===== src/sv/rrtp_pkg.sv =====
`timescale 1ns / 1ps
// Types and codes shared by the round robin task picker.
package rrtp_pkg;

    localparam int KIND_W  = 2;
    localparam int TICK_W  = 32;
    localparam int CFG_W   = 4;
    localparam int CHOSE_W = 3;
    localparam int MODE_W  = 2;
    localparam int ENTRY_W = MODE_W + TICK_W;

    localparam logic [KIND_W-1:0] KIND_SCHED = 2'd0;
    localparam logic [KIND_W-1:0] KIND_SLEEP = 2'd1;
    localparam logic [KIND_W-1:0] KIND_START = 2'd2;

    localparam logic [MODE_W-1:0] MODE_NEW   = 2'd0;
    localparam logic [MODE_W-1:0] MODE_RUN   = 2'd1;
    localparam logic [MODE_W-1:0] MODE_SLEEP = 2'd2;

    localparam logic [CFG_W-1:0] TASK_COUNT_RST = 4'd2;

    typedef enum logic [1:0] {
        ST_IDLE,
        ST_SCAN,
        ST_START,
        ST_DELIVER
    } t_state;

    typedef struct packed {
        logic               none_runnable;
        logic               fresh_start;
        logic               switched;
        logic [CHOSE_W-1:0] chosen_task;
    } t_result;

endpackage


===== src/sv/round_robin_task_picker_core.sv =====
`timescale 1ns / 1ps
// Round robin task picker: task table in a synchronous memory, scan sequencer.
//
//  channel  | dir | handshake                      | payload
//  ---------+-----+--------------------------------+-------------------------------------
//  s (item) | in  | i_s_tvalid / o_s_tready        | tuser kind, tdata now, sleep_length
//  m (res)  | out | o_m_tvalid / i_m_tready        | tdata chosen, switched, fresh, none
//  cfg      | in  | i_cfg_wr_en                    | i_cfg_wr_data task_count
//
// Schedule item: one memory read per visited slot, pipelined one slot a cycle; the scan
// visits at most task count slots (0 read as 1, capped at MAX_TASKS) before delivering.
// Sleep and unused kinds go straight to deliver; start passes through the start state first.
// Reset marks every slot as new through per-slot valid bits; no clearing pass.
// A stalled result is held in the output register while the next item is taken;
// the item after that waits until the held result is transferred.
module round_robin_task_picker_core
    import rrtp_pkg::*;
#(
    parameter int MAX_TASKS = 8
) (
    input  logic                  i_clk,
    input  logic                  i_rst_n,
    input  logic                  i_s_tvalid,
    output logic                  o_s_tready,
    input  logic [KIND_W-1:0]     i_s_tuser,     // [1:0] kind
    input  logic [2*TICK_W-1:0]   i_s_tdata,     // [31:0] now, [63:32] sleep_length
    output logic                  o_m_tvalid,
    input  logic                  i_m_tready,
    output logic [7:0]            o_m_tdata,     // [2:0] chosen_task, [3] switched,
                                                 // [4] fresh_start, [5] none_runnable
    input  logic                  i_cfg_wr_en,
    input  logic [CFG_W-1:0]      i_cfg_wr_data
);

    localparam int SLOT_W = (MAX_TASKS > 1) ? $clog2(MAX_TASKS) : 1;
    localparam int CNT_W  = SLOT_W + 1;

    t_state                r_state, n_state;
    logic [SLOT_W-1:0]     r_run, n_run;
    logic [CNT_W-1:0]      r_left, n_left;
    logic [SLOT_W-1:0]     r_idx, n_idx;
    logic [SLOT_W-1:0]     r_rd_idx, n_rd_idx;
    logic                  r_rd_vld, n_rd_vld;
    logic                  r_rd_last, n_rd_last;
    logic [TICK_W-1:0]     r_now, n_now;
    t_result               r_pend, n_pend;
    t_result               r_out, n_out;
    logic                  r_out_vld, n_out_vld;
    logic [CFG_W-1:0]      r_task_count;
    logic [MAX_TASKS-1:0]  r_vld;

    logic [ENTRY_W-1:0]    r_mem [MAX_TASKS];
    logic [ENTRY_W-1:0]    r_rd_data;

    logic                  mem_we;
    logic [SLOT_W-1:0]     mem_waddr;
    logic [ENTRY_W-1:0]    mem_wdata;
    logic [SLOT_W-1:0]     mem_raddr;

    logic [CNT_W-1:0]      cnt_eff;
    logic [MODE_W-1:0]     rd_mode;
    logic [TICK_W-1:0]     rd_wake;
    logic                  wake;
    logic                  can_run;
    logic [TICK_W-1:0]     in_now;
    logic [TICK_W-1:0]     in_len;

    function automatic logic [SLOT_W-1:0] next_slot(input logic [SLOT_W-1:0] s,
                                                     input logic [CNT_W-1:0]  cnt);
        logic [CNT_W-1:0] inc;
        inc = {1'b0, s} + CNT_W'(1);
        return (inc >= cnt) ? '0 : inc[SLOT_W-1:0];
    endfunction

    assign in_now = i_s_tdata[TICK_W-1:0];
    assign in_len = i_s_tdata[2*TICK_W-1:TICK_W];

    always_comb begin
        if (r_task_count == '0) begin
            cnt_eff = CNT_W'(1);
        end else if (32'(r_task_count) > MAX_TASKS) begin
            cnt_eff = CNT_W'(MAX_TASKS);
        end else begin
            cnt_eff = CNT_W'(r_task_count);
        end
    end

    assign rd_mode = r_vld[r_rd_idx] ? r_rd_data[ENTRY_W-1:TICK_W] : MODE_NEW;
    assign rd_wake = r_rd_data[TICK_W-1:0];
    assign wake    = (rd_mode == MODE_SLEEP) && (rd_wake <= r_now);
    assign can_run = (rd_mode == MODE_NEW) || (rd_mode == MODE_RUN) || wake;

    always_comb begin
        n_state   = r_state;
        n_run     = r_run;
        n_left    = r_left;
        n_idx     = r_idx;
        n_rd_idx  = r_rd_idx;
        n_rd_vld  = 1'b0;
        n_rd_last = 1'b0;
        n_now     = r_now;
        n_pend    = r_pend;
        n_out     = r_out;
        n_out_vld = r_out_vld && !i_m_tready;
        mem_we    = 1'b0;
        mem_waddr = r_run;
        mem_wdata = {MODE_RUN, {TICK_W{1'b0}}};
        mem_raddr = r_idx;
        o_s_tready = (r_state == ST_IDLE);

        unique case (r_state)
            ST_IDLE: begin
                if (i_s_tvalid) begin
                    unique case (i_s_tuser)
                        KIND_SCHED: begin
                            n_left  = cnt_eff;
                            n_idx   = next_slot(r_run, cnt_eff);
                            n_now   = in_now;
                            n_state = ST_SCAN;
                        end
                        KIND_SLEEP: begin
                            mem_we    = 1'b1;
                            mem_waddr = r_run;
                            mem_wdata = {MODE_SLEEP, in_now + in_len};
                            n_pend    = '{1'b0, 1'b0, 1'b0, CHOSE_W'(r_run)};
                            n_state   = ST_DELIVER;
                        end
                        KIND_START: begin
                            mem_raddr = '0;
                            n_rd_idx  = '0;
                            n_rd_vld  = 1'b1;
                            n_state   = ST_START;
                        end
                        default: begin
                            n_pend  = '{1'b0, 1'b0, 1'b0, CHOSE_W'(r_run)};
                            n_state = ST_DELIVER;
                        end
                    endcase
                end
            end
            ST_SCAN: begin
                if (r_left != '0) begin
                    n_rd_vld  = 1'b1;
                    n_rd_idx  = r_idx;
                    n_rd_last = (r_left == CNT_W'(1));
                    n_idx     = next_slot(r_idx, cnt_eff);
                    n_left    = r_left - CNT_W'(1);
                end
                if (r_rd_vld) begin
                    if (can_run) begin
                        n_rd_vld  = 1'b0;
                        n_run     = r_rd_idx;
                        mem_waddr = r_rd_idx;
                        mem_wdata = {MODE_RUN, {TICK_W{1'b0}}};
                        mem_we    = wake || ((rd_mode == MODE_NEW) && (r_rd_idx != r_run));
                        n_pend    = '{1'b0,
                                      (rd_mode == MODE_NEW) && (r_rd_idx != r_run),
                                      r_rd_idx != r_run,
                                      CHOSE_W'(r_rd_idx)};
                        n_state   = ST_DELIVER;
                    end else if (r_rd_last) begin
                        n_pend  = '{1'b1, 1'b0, 1'b0, CHOSE_W'(r_run)};
                        n_state = ST_DELIVER;
                    end
                end
            end
            ST_START: begin
                mem_we    = 1'b1;
                mem_waddr = '0;
                mem_wdata = {MODE_RUN, {TICK_W{1'b0}}};
                n_run     = '0;
                n_pend    = '{1'b0, rd_mode == MODE_NEW, r_run != '0, CHOSE_W'(0)};
                n_state   = ST_DELIVER;
            end
            ST_DELIVER: begin
                if (!r_out_vld || i_m_tready) begin
                    n_out     = r_pend;
                    n_out_vld = 1'b1;
                    n_state   = ST_IDLE;
                end
            end
            default: begin
                n_state = ST_IDLE;
            end
        endcase
    end

    always_ff @(posedge i_clk) begin
        if (!i_rst_n) begin
            r_state      <= ST_IDLE;
            r_run        <= '0;
            r_left       <= '0;
            r_rd_vld     <= 1'b0;
            r_rd_last    <= 1'b0;
            r_out_vld    <= 1'b0;
            r_task_count <= TASK_COUNT_RST;
            r_vld        <= '0;
        end else begin
            r_state   <= n_state;
            r_run     <= n_run;
            r_left    <= n_left;
            r_rd_vld  <= n_rd_vld;
            r_rd_last <= n_rd_last;
            r_out_vld <= n_out_vld;
            if (i_cfg_wr_en) begin
                r_task_count <= i_cfg_wr_data;
            end
            if (mem_we) begin
                r_vld[mem_waddr] <= 1'b1;
            end
        end
    end

    always_ff @(posedge i_clk) begin
        r_idx    <= n_idx;
        r_rd_idx <= n_rd_idx;
        r_now    <= n_now;
        r_pend   <= n_pend;
        r_out    <= n_out;
    end

    always_ff @(posedge i_clk) begin
        if (mem_we) begin
            r_mem[mem_waddr] <= mem_wdata;
        end
        r_rd_data <= r_mem[mem_raddr];
    end

    assign o_m_tvalid = r_out_vld;
    assign o_m_tdata  = {2'b00, r_out.none_runnable, r_out.fresh_start, r_out.switched,
                         r_out.chosen_task};

    a_rd_in_scan: assert property (@(posedge i_clk) disable iff (!i_rst_n)
        r_rd_vld |-> (r_state == ST_SCAN || r_state == ST_START))
        else $error("memory read pending outside scan or start");

    a_out_hold: assert property (@(posedge i_clk) disable iff (!i_rst_n)
        (o_m_tvalid && !i_m_tready) |=> (o_m_tvalid && $stable(o_m_tdata)))
        else $error("stalled result not held");

    a_none_clean: assert property (@(posedge i_clk) disable iff (!i_rst_n)
        (o_m_tvalid && o_m_tdata[5]) |-> (!o_m_tdata[3] && !o_m_tdata[4]))
        else $error("empty scan reported a switch");

    a_no_write_deliver: assert property (@(posedge i_clk) disable iff (!i_rst_n)
        mem_we |-> (r_state != ST_DELIVER))
        else $error("task table written while delivering");

endmodule


===== config.mk =====
export PLATFORM = sky130hd
export DESIGN_NAME = round_robin_task_picker_core
export DESIGN_NICKNAME = d
export VERILOG_FILES = /design/src/sv/rrtp_pkg.sv /design/src/sv/round_robin_task_picker_core.sv
export SDC_FILE = /design/constraint.sdc
export NUM_CORES = 1
export LEC_CHECK = 0
export BUFFER_PORTS_ARGS = -buffer_cell sky130_fd_sc_hd__buf_2
export CAP_MARGIN = 20
export CELL_PAD_IN_SITES_DETAIL_PLACEMENT = 0
export CELL_PAD_IN_SITES_GLOBAL_PLACEMENT = 1
export CORE_ASPECT_RATIO = 0.75
export CORE_UTILIZATION = 44
export CTS_CLUSTER_DIAMETER = 120
export CTS_CLUSTER_SIZE = 28
export DETAILED_ROUTE_END_ITERATION = 16
export PLACE_DENSITY = 0.71
export REMOVE_ABC_BUFFERS = 1
export SLEW_MARGIN = 10
export SYNTH_ARGS = -nofsm -noshare
export SYNTH_HDL_FRONTEND = slang
export SYNTH_SLANG_ARGS = --single-unit

===== constraint.sdc =====
create_clock -name i_clk -period 13.1 [get_ports i_clk]
set_input_delay 0.655 -clock i_clk [delete_from_list [all_inputs] [get_ports i_clk]]
set_output_delay 0.655 -clock i_clk [all_outputs]
set_load 0.01 [all_outputs]

==> flow_metrics.py <==
metrics = {
    "layout": {
        "final_nets": 1714,
        "drive_gt1_share_pct": 8.81,
        "post-route-cell-area_sq_mm": 0.0186,
        "seq_area_sq_mm": 0.0108,
        "fill_cells": 3498,
        "post-route-util_pct": 48.5,
        "syn_to_final_growth_pct": 8.39,
        "diodes": 0,
        "multi_input_area_sq_mm": 0.00590,
    },
    "place": {
        "dpl_cell_area_sq_mm": 0.0181,
        "port_buffers": 82,
        "pre_cts_ws_ns": 8.44,
        "hpwl_microns": 25200,
        "gp_congestion": 0.807,
    },
    "grt": {
        "grt_pass1_wl_microns": 66000,
        "grt_overflow": 0,
        "grt_usage_pct": 21.8,
        "antenna_found_initial": 1,
        "grt_max_degree": 87,
        "grt_pass1_vias": 10731,
    },
    "power_and_ir_drop": {
        "ir_drop_v": 0.0000991,
        "p_leak_nw": 6.87,
        "powerDensity_mw_per_mm2": 156,
    },
    "clock_tree": {
        "cts_buffers": 17,
        "cts_hold_buf": 0,
        "postCtsSetupBuffers": 0,
        "insertion_delay_ns": 0.55,
        "cts_resized": 0,
        "cts.clk_slew.worst_paths_ns": 0.11,
        "clkSinkCount": 380,
        "clockBufferDepth": 3,
        "cts-root-buf": "clkbuf_16",
        "cts_htree_levels": 1,
        "cts_tree": "done",
    },
    "hold_path": {
        "holdPathStages": 1,
        "min_from": "i_s_tdata[4]",
        "min_delay_worst_endpoint": "r_now[4]$_DFFE_PP_",
        "hold_class": "in -> reg",
    },
    "logic_synthesis": {
        "yosysUniqueCellTypes": 62,
        "synth-edff-count": 322,
        "synth_compound_area_share_pct": 12.0,
        "synth_top_family_by_area": "simple AND/OR/NAND/NOR gates",
        "syn_area_sq_mm": 0.0172,
        "netlist.area_leader.share_pct": 56.3,
        "syn_area_per_cell_sq_um": 11.3,
        "yosysWarnings": 0,
        "synth_top_cell_by_area": "edfxtp_1",
        "synth-async-reset-ratio_pct": 0,
        "ys_seq_area_share_pct": 63.1,
        "syn-instance-count": 1515,
        "ys.flop_type": "edfxtp_1",
        "ys_ff_latch": 380,
        "synthAdderAreaFrac_pct": 6.02,
        "synthTopCellsByArea": "edfxtp_1 56%, dfxtp_1 6.8%, ha_1 5.9%, o21ai_0 4.9%, nand2_1 4.2%",
        "synth_xor_area_share_pct": 1.12,
        "synthMuxAreaShare_pct": 1.01,
        "synth_simple_gate_area_share_pct": 13.7,
    },
    "timing": {
        "period_minus_slack_ns": 4.75,
        "fmax_mhz": 210,
        "slew_viol_final": 0,
        "setup_viol": 0,
        "rsz0062_at_grt": "no",
        "finalHoldViolations": 0,
        "tns_ns": 0,
        "fin_crit_sh_pct": 36.3,
        "fin_ws_ns": 8.35,
        "skew_ns": 0.0256,
        "slew_headroom_pct": 32.3,
        "hold_slack_ns": 0.297,
        "worst_pin_slew_ns": 1.02,
    },
    "floorplan": {
        "ios": 85,
        "initial_core_util_pct": 44.7,
        "rows": 62,
        "die_w_microns": 230,
        "die_height_microns": 173,
        "core_area_sq_mm": 0.0384,
        "die_area_sq_mm": 0.0398,
    },
    "critical_path": {
        "startpoint": "r_now[1]$_DFFE_PP_",
        "cp-start-kind": "register",
        "crit_required_ns": 13.28,
        "cp_max_fo": 28,
        "criticalPathCategory": "reg -> reg",
        "r2r_start": "r_now[1]$_DFFE_PP_",
        "r2r_cells": 11,
        "timing.rr.end": "r_mem[3][0]$_DFFE_PP_",
        "r2r_slack_ns": 8.35,
        "worst_setup_path_end_kind": "register",
        "worstPathArrival_ns": 4.93,
    },
    "detailed_routing": {
        "dr.pass1.iters": 7,
        "antenna_left": 0,
        "dr.first_iter.drc_count": 907,
        "wl_microns": 43300,
        "drc": 0,
        "wl_per_cell_microns": 20.8,
        "vias": 11429,
        "viasPerCell": 5.50,
    },
    "outcome": {
        "status": "complete, no violations",
    },
    "flow_run": {
        "cap_violations": 0,
    },
}
cells by family after synthesis:
group	after synthesis
adder cells (fa/ha/maj)	82
other	1
flip-flops	380
XOR/XNOR	22
buffers and inverters	133
AND/OR/NAND/NOR	519
AO/OA/AOI/OAI	364
multiplexers	14
synthesized netlist by cell type (all sizes together) (3+ instances only):
cell type	instances
o21a	6
mux2i	11
a31oi	7
a21o	10
o22ai	4
o211ai	5
nand4	11
and4	4
a21oi	118
a211o	3
nand2b	13
a21boi	6
clkbuf	59
a22oi	3
o211a	3
or3	5
nor3	23
o21ai	167
ha	81
buf	18
nand2	190
xor2	11
nor3b	5
nor2b	17
o31ai	8
nand3	111
xnor2	11
a211oi	7
nor2	110
inv	56
and2	13
edfxtp	322
dfxtp	58
and3	10
worst max-delay path by stage:
stage	end	slack, ns
6_report	r_mem[3][0]$_DFFE_PP_	8.35
3_5_place_dp	r_mem[3][27]$_DFFE_PP_	8.44
3_3_place_gp	r_mem[6][28]$_DFFE_PP_	8.41
4_1_cts	r_mem[3][27]$_DFFE_PP_	8.39
2_1_floorplan	r_mem[4][0]$_DFFE_PP_	7.87
5_1_grt	r_mem[3][27]$_DFFE_PP_	8.09
per-stage QoR:
step                power (mW)  instances
CTS                       2.93       2079
detailed placement        2.31       2050
floorplan                 2.04       1439
global placement          2.30       2050
finish                    2.91       2079
global route              3.07       2079
registers in the layout, indices dropped and copies added (netlist names):
signal and cells:
r_pend 6, r_state 2, r_mem 272, r_rd_last 1, o_m_tdata 6, r_run 3
r_vld 8, r_now 32, r_task_count 4, r_rd_idx 3, r_idx 3, o_m_tvalid 1
r_left 4, r_rd_data 34, r_rd_vld 1
layout make-up:
type                    count  area share, %
well taps                 512           3.44
flip-flops and latches    380           58.2
multi-input cells        1003           31.7
inverters                  56           1.13
clock buffers              27           2.49
repair buffers             99           2.89
clock inverters             2          0.134
cell usage in the layout (no fill, tap or decap), types with 4 or more instances in the layout:
master / netlist / layout
and3_1: 10 / 10
and2_1: 13 / 12
or3_1: 5 / 5
edfxtp_1: 322 / 322
a211oi_1: 7 / 7
o21a_1: 6 / 6
buf_2: 2 / 82
nand3_1: 111 / 111
nor2b_1: 17 / 17
nor3_1: 23 / 13
mux2i_1: 11 / 11
a21boi_0: 6 / 6
a21oi_1: 118 / 118
clkbuf_16: 0 / 17
o211ai_1: 4 / 4
nor3_2: 0 / 10
buf_4: 2 / 17
ha_1: 81 / 81
nand2b_1: 13 / 13
nor3b_1: 5 / 5
dfxtp_1: 58 / 58
clkbuf_1: 59 / 10
xnor2_1: 11 / 11
a31oi_1: 7 / 7
nor2_1: 110 / 110
nand4_1: 11 / 11
o21ai_0: 167 / 167
nand2_1: 190 / 187
xor2_1: 11 / 11
inv_1: 56 / 56
a21o_1: 10 / 10
o22ai_1: 4 / 4
o31ai_1: 8 / 8
critical path, cell delays in order, from the launching register on:
cell and delay [ns]:
edfxtp_1 0.34, inv_1 0.04, ha_1 0.29, nor2b_1 0.13, o211ai_1 0.26, a2111oi_0 0.17
nor4b_1 0.81, a211o_1 0.53, a41o_1 0.25, o21ai_0 0.25, nor3_2 0.70, buf_4 0.59
per-layer routing:
metal  vias up  track usage [%]  wire length, microns
met3        44             2.57                  2330
met2       299             33.8                 19400
met1      5498             33.4                 21000
met4         2             3.56                   571
met5         -                0                    18
li1       5586                -                     -
where the power goes:
group          total, mW  leakage (nW)  switching [mW]  internal, mW
logic              0.776          3.16           0.526         0.251
clock network      0.620         0.233           0.369         0.251
registers           1.51          3.48          0.0497          1.46
(Power assumes the default switching activity.)
